**config.mk**
```make
export PLATFORM = sky130hd
export DESIGN_NAME = dplm_ram
export DESIGN_NICKNAME = d
export VERILOG_FILES = /design/src/rtl/dplm_ram.sv
export SDC_FILE = /design/constraint.sdc
export NUM_CORES = 1
export LEC_CHECK = 0
export BUFFER_PORTS_ARGS = -buffer_cell sky130_fd_sc_hd__buf_2
export CAP_MARGIN = 10
export CORE_MARGIN = 5
export CORE_UTILIZATION = 50
export DETAILED_ROUTE_END_ITERATION = 16
export PLACE_DENSITY = 0.66
export SETUP_SLACK_MARGIN = 0.4
export SYNTH_ARGS = -nofsm -noshare
export SYNTH_HDL_FRONTEND = slang
export SYNTH_SLANG_ARGS = --single-unit
```
**constraint.sdc**
```tcl
create_clock -name clk_i -period 3.1 [get_ports clk_i]
set_clock_uncertainty 0.05 [all_clocks]
set_input_delay 0.62 -clock clk_i [delete_from_list [all_inputs] [get_ports clk_i]]
set_output_delay 0.62 -clock clk_i [all_outputs]
set_load 0.05 [all_outputs]
```
**src/rtl/dplm_ram.sv**
```systemverilog
`default_nettype none
module dplm_ram #(
  parameter int Width = 8,
  parameter int Depth = 16
) (
  input  wire logic                     clk_i,
  input  wire logic                     we_i,
  input  wire logic [$clog2(Depth)-1:0] waddr_i,
  input  wire logic [Width-1:0]         wdata_i,
  input  wire logic [$clog2(Depth)-1:0] raddr_i,
  output logic      [Width-1:0]         rdata_o
);
  logic [Width-1:0] mem_q [Depth];

  always_ff @(posedge clk_i) begin
    if (we_i) mem_q[waddr_i] <= wdata_i;
    rdata_o <= mem_q[raddr_i];
  end
endmodule
`default_nettype wire

```
==> run summary <==
Status = finished, final reports clean
Setup violators final = 0
Synthesized area = 5147 sq um
Fin cells = 428
CTS max path bufs = 2
Multi-input logic area = 1057 sq um
Register bit count reported by yosys = 136
Yosys cell types = 19
Syn_nets = 247
Final worst slack = 1.307 ns
Seq/Total Area, Yosys = 77.78%
Slew margin rel. = 48.05%
Worst hold slack = 0.4444 ns
Critical path fanouts, max = 8
FILL cells = 740
Routed wire length = 9594 um
# hold bufs at CTS = 0
Hold Crit Class = input pin to flip-flop
Post-synthesis to final-layout area growth = 17.82%
Startpoint type of the worst setup path = input pin
Final #Nets = 297
Final Critical Period = 1.793 ns
RePlAce Congestion = 0.7397
First-pass GRT wire length = 15110 um
Dpl ws = 0.7925 ns
Die Wd = 111.5 um
Remaining antenna violation count after routing = 0
Synth area leaders = edfxtp_1 75%, mux4_2 7.9%, mux4_1 7.1%
PD cells = 694.8 nW/um^2
Post-CTS Resized = 0
Kind of critical path = input pin to flip-flop
Sink Count = 136
Ant diodes = 0
DRT Pass-1 Iters = 4
Post-Route Setup TNS = 0 ns
CTS H-tree lvls = 4
Cell Count Post-Placement = 396
VDD IR-drop max = 0.0003551 V
Die Y = 111.5 um
Tot Pwr = 4.214 mW
Antenna violations before repair = 0
Placed instance area = 5489 sq um
Period utilization = 57.85%
Post-DR vias/cell = 5.675
CTS root buf = clkbuf_8
Gr ovfl total = 0
Gr usage total = 16.85%
Clk_lat worst skew = 0.51 ns
# DRC = 0
Register area = 4004 sq um
Fin. max-slew vios = 0
Mean post-synth cell area = 22.48 sq um
Row count = 37
Slew at the pin closest to its max-slew limit = 0.7763 ns
DRT iter0 DRCs = 172
Worst path required time = 3.18 ns
Synth async-reset ratio = 0%
Leak = 2.057 nW
Synth Flop Type = edfxtp_1
Count of buffers from port buffering = 25
Most frequent cells after synthesis = 128 x edfxtp_1, 18 x mux4_2, 16 x a22oi_1
Hold Violations, Final = 0
Vias in the first global route = 2654
Fraction of layout cells with a size suffix above 1 = 30.82%
RSZ-0062 raised after global routing = no
MaxCap Viol Count = 0
Design area = 6065 sq um
Crit path capture type = flip-flop
Core area = 10180 sq um
Io pins = 26
WP data arrival = 1.88 ns
Post-synth EDFFs = 128
Largest net degree at the start of global routing = 33
Post-CTS setup buffers = 0
Detail Placement HPWL = 5976 um
Total CTS buffers = 17
Core Util, Final = 59.55%
Clock Pin Slew Worst Setup and Hold Paths = 0.06 ns
Most frequent cell after synthesis = edfxtp_1
Die area = 12420 sq um
Fmax = 0.5576 GHz
Starting density of the core = 50.54%
Share of the synthesized area in the top cell type = 74.67%
WL/cell = 22.42 um
CTS tree = yes
Gate Count Post-Synth = 229
Vias post-DR = 2429
Synth area leader = edfxtp_1
Synth warnings = 0
-- critical path, stage by stage --
cell and delay, ns:
buf_2 0.12, or3b_2 0.52, nor2_1 0.62
-- cells in the final DEF (no fill, tap or decap), drive strengths merged, types with 7 or more instances in the layout --
cell	netlist	final
dfxtp	8	8
mux4	32	32
clkbuf	0	18
edfxtp	128	128
a22oi	16	16
clkinv	0	7
nand2	9	9
nor2	13	13
buf	7	41
-- sequential cells by signal, indices dropped and copies added (netlist names) --
register  flops
rdata_o       8
mem_q       128
-- kinds of logic (layout without fill, tap and decap cells) --
group	after synthesis	in the layout	synth area share [%]
AO/OA/AOI/OAI	16	16	2.334
buffers and inverters	10	73	1.677
flip-flops	136	136	77.78
multiplexers	32	32	15.02
AND/OR/NAND/NOR	35	35	3.184
-- per-layer routing --
layer	up-vias	share of wire, %	wire length, um	global-route usage (%)
met5	-	0	0	0
met4	0	1.1	105	5.596
met3	8	5.8	556	5.598
met2	99	49	4685	25.41
met1	1246	44	4246	23.48
li1	1076	-	-	-
-- worst paths after layout --
check | start | to | slack [ns] | cells after the start
setup / recovery | waddr_i[2] | mem_q[1][4] | 1.31 | 3
hold / removal | wdata_i[5] | mem_q[7][5] | 0.44 | 1
setup reg to reg | mem_q[0][7] | rdata_o[7] | 1.66 | 3
hold reg to reg | mem_q[15][2] | rdata_o[2] | 0.62 | 3
-- layout make-up --
| cell class | count | area share (%) |
|---|---|---|
| clock buffers | 18 | 6.891 |
| well taps | 136 | 2.806 |
| clock inverters | 14 | 2.600 |
| flip-flops and latches | 136 | 66.02 |
| multi-input cells | 83 | 17.43 |
| repair buffers | 41 | 4.250 |
-- power by group --
part | internal, mW | switching, mW
sequential | 2.06 | 0.0108
clock | 1.21 | 0.707
combinational | 0.0803 | 0.147
Power figures use the tool's default switching activity.
