<file path="config.mk">
export PLATFORM = sky130hd
export DESIGN_NAME = dplm_cmp
export DESIGN_NICKNAME = d
export VERILOG_FILES = /design/src/rtl/dplm_pkg.sv /design/src/rtl/dplm_cmp.sv
export SDC_FILE = /design/constraint.sdc
export NUM_CORES = 1
export LEC_CHECK = 0
export BUFFER_PORTS_ARGS = -buffer_cell sky130_fd_sc_hd__buf_2
export CAP_MARGIN = 20
export CORE_MARGIN = 10
export CORE_UTILIZATION = 52
export DETAILED_ROUTE_END_ITERATION = 10
export HOLD_SLACK_MARGIN = 0.15
export PLACE_DENSITY = 0.84
export SYNTH_ARGS = -nofsm -noshare
export SYNTH_HDL_FRONTEND = slang
export SYNTH_SLANG_ARGS = --single-unit
</file>
<file path="constraint.sdc">
create_clock -name clk_i -period 6.7 [get_ports clk_i]
set_input_delay 1.005 -clock clk_i [delete_from_list [all_inputs] [get_ports clk_i]]
set_output_delay 1.005 -clock clk_i [all_outputs]
set_load 0.02 [all_outputs]
</file>
<file path="src/rtl/dplm_pkg.sv">
`default_nettype none
package dplm_pkg;
  typedef enum logic [1:0] {
    CMD_ACCESS = 2'd0,
    CMD_TERM   = 2'd1,
    CMD_LIMIT  = 2'd2,
    CMD_BAD    = 2'd3
  } cmd_e;

  typedef enum logic [2:0] {
    ST_HIT      = 3'd0,
    ST_FAULT    = 3'd1,
    ST_BAD_PAGE = 3'd2,
    ST_BAD_PROC = 3'd3,
    ST_NO_VICT  = 3'd4,
    ST_TERM     = 3'd5,
    ST_LIMIT    = 3'd6
  } status_e;

  typedef enum logic [1:0] {
    CFG_NPROC  = 2'd0,
    CFG_NPAGES = 2'd1,
    CFG_NFRAME = 2'd2
  } cfg_e;

  typedef enum logic [3:0] {
    S_CLEAR,
    S_IDLE,
    S_LOOKUP,
    S_LOOK_EVAL,
    S_FREE_RD,
    S_FREE_EVAL,
    S_LRU_RD,
    S_LRU_WAIT,
    S_LRU_EVAL,
    S_VICT_RD,
    S_VICT_WAIT,
    S_MAP,
    S_TERM_RD,
    S_TERM_WAIT,
    S_TERM_EVAL,
    S_DONE
  } state_e;

  // compare request to the oldest-stamp unit
  typedef struct packed {
    logic        load;
    logic        cand_ok;
    logic [31:0] cand;
  } cmp_req_t;

  typedef struct packed {
    logic        have;
    logic [31:0] best;
  } cmp_rsp_t;
endpackage
`default_nettype wire

</file>
<file path="src/rtl/dplm_cmp.sv">
`default_nettype none
// unsigned min unit: tracks the oldest stamp seen so far
module dplm_cmp (
  input  wire logic               clk_i,
  input  wire logic               rst_ni,
  input  wire dplm_pkg::cmp_req_t req_i,
  output logic                    take_o,
  output dplm_pkg::cmp_rsp_t      rsp_o
);
  import dplm_pkg::*;

  logic        have_q, have_d;
  logic [31:0] best_q, best_d;

  always_comb begin
    take_o = req_i.cand_ok && (!have_q || (req_i.cand < best_q));
    have_d = have_q;
    best_d = best_q;
    if (req_i.load) begin
      have_d = 1'b0;
    end else if (take_o) begin
      have_d = 1'b1;
      best_d = req_i.cand;
    end
  end

  always_ff @(posedge clk_i or negedge rst_ni) begin
    if (!rst_ni) begin
      have_q <= 1'b0;
    end else begin
      have_q <= have_d;
    end
  end

  always_ff @(posedge clk_i) best_q <= best_d;

  assign rsp_o = '{have: have_q, best: best_q};
endmodule
`default_nettype wire

</file>
==> results of run 1 <==
==> synth_stat cells, drive strengths merged (2+ instances only) <==
master	number
inv	31
nand4	2
nor3	2
nand3	2
ha	31
o21ai	4
nand2	10
and4	2
edfxtp	32
o21a	2
a21oi	10
nor2	4
==> metrics by stage <==
step / instance area (um2) / worst slack, ns / utilization
final: 2263 / 3.060 / 0.6783
after global placement: 2218 / 3.140 / 0.6648
after detailed placement: 2218 / 3.061 / 0.6648
after global routing: 2263 / 2.826 / 0.6783
after CTS: 2263 / 3.056 / 0.6783
after floorplan: 1809 / 2.961 / -
==> kinds of logic after synthesis <==
family,after synthesis
compound gates,25
simple gates,26
fa+ha+maj,31
buf+inv,32
flops,33
==> critical path, cell delays in order <==
cell       delay, ns
buf_2           0.11
ha_1            0.29
nand4_1         0.12
nor3_1          0.29
o2111ai_1       0.16
a32oi_1         0.39
nor2_1          0.09
buf_2           0.18
==> state kept, by name, indices dropped and copies added (netlist names) <==
register / count
have_q: 1
best_q: 32
==> worst paths after layout <==
kind	start	slack, ns	to	cells after the start
setup reg to reg	best_q[17]	3.90	best_q[18]	8
min in group clk_i	have_q	0.57	have_q	2
hold / removal	rst_ni	0.43	have_q	1
hold reg to reg	have_q	0.57	have_q	2
setup / recovery	req_i[13]	3.06	take_o	8
max in group asynchronous	rst_ni	6.19	have_q	1
==> power groups by stage <==
stage               clock [mW]  sequential, mW  combinational, mW
detailed placement           0           0.254             0.0976
global route             0.113           0.251              0.109
CTS                      0.104           0.249             0.0980
global placement             0           0.253             0.0956
floorplan                    0           0.270             0.0427
finish                   0.100           0.249             0.0966
==> metal layers <==
layer | track usage | vias to the layer above | wire [um]
met5 | 0 | - | 0
met3 | 0.05405 | 2 | 238
li1 | - | 682 | -
met1 | 0.1413 | 612 | 1700
met4 | 0.04839 | 0 | 41
met2 | 0.2235 | 40 | 1997
==> final cells by class <==
cell class	count	area (um2)
sequential	33	985.9
timing repair buffer	70	352.8
clock inverter	1	3.754
clock buffer	6	41.29
tap	46	57.56
fill	266	1074
inverter	31	116.4
multi-input combinational	82	705.7
==> qor.yml, run 1 <==
routing:
  drc_errors: 0
  ant_nets: 0
  vias_per_cell: 4.967
  first_pass_iters: 6
  routed_wl_um: 3978
  num_vias: 1336
  drt_iter0_drc: 68
  wl_per_cell_um: 14.79
place:
  placedCellCount: 262
  place_hpwl_um: 3364
  finalWeightedCongestion: 0.7314
  io_buffers: 69
final_layout:
  area.growth.synth_to_final_pct: 25.10
  antenna_cells: 0
  final_cell_mix: "buf_2, edfxtp_1, inv_1, ha_1"
  nets: 290
  final_layout_size_suffix_gt1_frac: 0.3498
  final_cells: 269
  final_common_cell: "buf_2"
yosys:
  synth-seq-cells: 33
  synthMuxAreaShare: 0
  synth_ff_type: "edfxtp_1"
  synth_fp_nets: 214
  synth_top_cell_by_area: "edfxtp_1"
  netlist_instances: 147
  synth_top_family_by_area: "adder cells"
  synth-compound-area-share: 0.09059
  synth_warnings: 0
  seq_area_frac_synth: 0.5450
  synthAdderAreaFrac: 0.2144
  synthXorXnorAreaFrac: 0
  synth.avg_cell_area_um2: 12.31
  synthArstFlopShare: 0.03030
  yosys.area.top_type_share: 0.5311
  ys_types: 28
  yosys-top-cells-area: "edfxtp_1, ha_1, inv_1"
  synth-simple-area-share: 0.08160
  synth_edf_count: 32
  syn-cell-area_um2: 1809
setup_path:
  critPathMaxFanout: 2
  required_ns: 5.69
  startpoint_type: "primary input"
  critical_path_class: "in2out"
  crit_arrival_ns: 2.64
  critPathCaptureType: "output port"
sta:
  hold_viol: 0
  tns_ns: 0
  tightest_slew_ns: 0.6868
  rsz0062_at_grt: "false"
  slew_viol_final: 0
  period_share: 0.5433
  skew_ns: 0.01273
  finalSetupViolations: 0
  max_freq_ghz: 0.2747
  period_minus_slack_ns: 3.640
  holdWs_ns: 0.4321
  relSlewSlack: 0.5407
pwr:
  p_leak_nw: 1.129
  power_density_nw_per_um2: 197.0
  p_comb_frac: 0.217
  pwr-share-seq: 0.559
  ir_drop_uv: 122.7
  p_int_mw: 0.3190
  clkPwrFrac: 0.225
  p_sw_mw: 0.1268
  swShare: 0.2844
  p_total_mw: 0.4458
clock_network:
  post-cts-setup-buffers: 0
  hold_buffers: 0
  h-tree-depth: 2
  cts_buffers: 5
  ctsResizeCount: 0
  clkSinkCount: 33
  clock_path_buffers: 2
  cts_tree: "built"
  clkSlewWorstSetupHoldPaths_ns: 0.10
  root_buffer: "clkbuf_4"
  clk_latency_ns: 0.32
global_routing:
  gr-usage-all-layers: 0.1306
  grt_start_max_net_pins: 19
  grt_pass1_wl_um: 6492
  grt_pass1_vias: 1393
  antenna_found_initial: 0
  globalRouteOverflowTotal: 0
floorplan:
  fp.coreArea_um2: 3337
  die-width_um: 78.99
  ios: 70
  die-area_um2: 6239
  initial_core_util: 0.5422
  rows: 21
  die_h_um: 78.99
outcome:
  status: "finished clean"
min_path:
  hold_class: "in2async"
job:
  max-cap-violations: 0
No activity file was read; power rests on OpenSTA's default activity.
==> run 2: changes to the inputs <==
--- a/config.mk
+++ b/config.mk
@@ -8,10 +8,10 @@
 export BUFFER_PORTS_ARGS = -buffer_cell sky130_fd_sc_hd__buf_2
 export CAP_MARGIN = 20
 export CORE_MARGIN = 10
-export CORE_UTILIZATION = 52
+export CORE_UTILIZATION = 48
 export DETAILED_ROUTE_END_ITERATION = 10
 export HOLD_SLACK_MARGIN = 0.15
-export PLACE_DENSITY = 0.84
+export PLACE_DENSITY = 0.79
 export SYNTH_ARGS = -nofsm -noshare
 export SYNTH_HDL_FRONTEND = slang
 export SYNTH_SLANG_ARGS = --single-unit
==> constraint.sdc (replaced) <==
create_clock -name clk_i -period 3.5 [get_ports clk_i]
set_input_delay 0.525 -clock clk_i [delete_from_list [all_inputs] [get_ports clk_i]]
set_output_delay 0.525 -clock clk_i [all_outputs]
set_load 0.02 [all_outputs]
==> run 2 against run 1 <==
Wire length is 0.60% lower. Die area is 6.2% higher. Cell count is 1.5% higher. Sequential share of layout area is 1.5 points lower. Critical path depth stayed put. Clock power grew to 3.1 times the previous value. Global-route usage is 1.0 points lower. Hold slack better by 0.011 ns. Clock skew is 0.0082 ns lower. Design area is 3.6% higher. Worst setup slack worse by 2.3 ns. Utilization is 3.8 points lower. Critical endpoint unchanged.
==> qor.yml, run 2 (same netlist as run 1, synthesis figures left out) <==
setup_path:
  worstRegToRegCells: 8
  critPathMaxFanout: 2
  crit_chain: "inv_1, ha_1, nand4_1, nor3_1, o2111ai_1, a32oi_1, nor2_1, buf_2"
  critPathCaptureType: "output port"
  path_delay_family: "compound AO/OA/AOI/OAI gates"
  startpoint: "best_q[14]"
  crit_arrival_ns: 2.23
  required_ns: 2.97
  critPathSlowestCell: "a32oi_1"
  critical_path_class: "reg2out"
  r2r_slack_ns: 1.03
  worstReg2RegStart: "best_q[17]"
  cp_num_buf_inv: 2
  slowest_delay_ns: 0.40
  r2r-end: "best_q[0]"
  startpoint_type: "register"
pwr:
  p_sw_mw: 0.2546
  clkPwrFrac: 0.316
  swShare: 0.2614
  pwr-share-seq: 0.491
  p_int_mw: 0.7194
  p_comb_frac: 0.193
  p_total_mw: 0.9741
  ir_drop_uv: 331.1
  p_leak_nw: 1.165
  power_density_nw_per_um2: 415.4
sta:
  period_share: 0.7883
  holdWs_ns: 0.4432
  max_freq_ghz: 0.3625
  tightest_slew_ns: 0.4983
  slew_viol_final: 0
  hold_viol: 0
  relSlewSlack: 0.6667
  finalSetupViolations: 0
  tns_ns: 0
  rsz0062_at_grt: "false"
  skew_ns: 0.004567
  period_minus_slack_ns: 2.759
  worst_slack_ns: 0.7410
floorplan:
  die_h_um: 81.40
  ios: 70
  fp.coreArea_um2: 3661
  die-width_um: 81.40
  initial_core_util: 0.4942
  rows: 22
  die-area_um2: 6625
final_layout:
  area.growth.synth_to_final_pct: 29.60
  final_layout_size_suffix_gt1_frac: 0.3600
  largest_reg_flops: 32
  reg_top3: "best_q: 32 flops, have_q: 1 flops"
  nets: 291
  final_common_cell: "buf_2"
  multi_input_area_um2: 705.7
  fill_cells: 306
  seqCellArea_um2: 985.9
  final_cell_mix: "buf_2, edfxtp_1, inv_1, ha_1"
  antenna_cells: 0
  regMostFlops: "best_q"
routing:
  routed_wl_um: 3954
  drt_iter0_drc: 54
  first_pass_iters: 4
  num_vias: 1322
  wl_per_cell_um: 14.48
  drc_errors: 0
  ant_nets: 0
  vias_per_cell: 4.842
outcome:
  status: "finished clean"
min_path:
  hold_class: "in2reg"
  hp-start: "req_i[25]"
  hold_depth: 1
  hold-path-endpoint: "best_q[25]"
place:
  dp_slack_ns: 0.7233
  io_buffers: 69
  finalWeightedCongestion: 0.7707
  place_hpwl_um: 3377
clock_network:
  cts_tree: "built"
  root_buffer: "clkbuf_8"
  post-cts-setup-buffers: 0
  clkSinkCount: 33
  clkSlewWorstSetupHoldPaths_ns: 0.07
  clock_path_buffers: 2
  hold_buffers: 1
  h-tree-depth: 2
  ctsResizeCount: 0
  cts_buffers: 5
  clk_latency_ns: 0.27
global_routing:
  grt_pass1_vias: 1398
  gr-usage-all-layers: 0.1202
  antenna_found_initial: 0
  grt_start_max_net_pins: 25
  grt_pass1_wl_um: 6216
  globalRouteOverflowTotal: 0
job:
  max-cap-violations: 0
==> run 2: per-layer routing <==
layer	routed length, um	vias up	track usage
li1	-	682	-
met1	1678	603	0.1407
met3	336	2	0.05519
met4	41	0	0.04152
met5	0	-	0
met2	1898	35	0.1904
==> run 2: worst max path at each step <==
stage                             to  slack, ns  cells after the start
after floorplan            best_q[0]       0.24                      6
after detailed placement  best_q[28]       0.72                      8
final                         take_o       0.74                      8
after CTS                     take_o       0.70                      8
after global placement        take_o       0.78                      8
after global routing          take_o       0.50                      8
==> run 2: power groups by stage <==
stage               Combinational (mW)  Clock [mW]  Sequential [mW]
floorplan                       0.0817           0            0.516
global placement                 0.186           0            0.486
detailed placement               0.190           0            0.486
CTS                              0.192       0.318            0.478
global route                     0.212       0.337            0.481
finish                           0.188       0.308            0.478
==> run 2: stage by stage <==
step | std cells | utilization | area (um2)
after floorplan | 147 | - | 1809
after global placement | 264 | 0.6100 | 2233
after detailed placement | 264 | 0.6100 | 2233
after CTS | 273 | 0.6405 | 2345
after global routing | 273 | 0.6405 | 2345
final | 273 | 0.6405 | 2345
==> run 2: final cells by class <==
class / instances / area share
Clock buffer: 7 / 0.04109
Clock inverter: 1 / 0.002134
Inverter: 31 / 0.04963
Multi-Input combinational cell: 82 / 0.3010
Sequential cell: 33 / 0.4205
Tap cell: 48 / 0.02561
Timing Repair Buffer: 71 / 0.1601
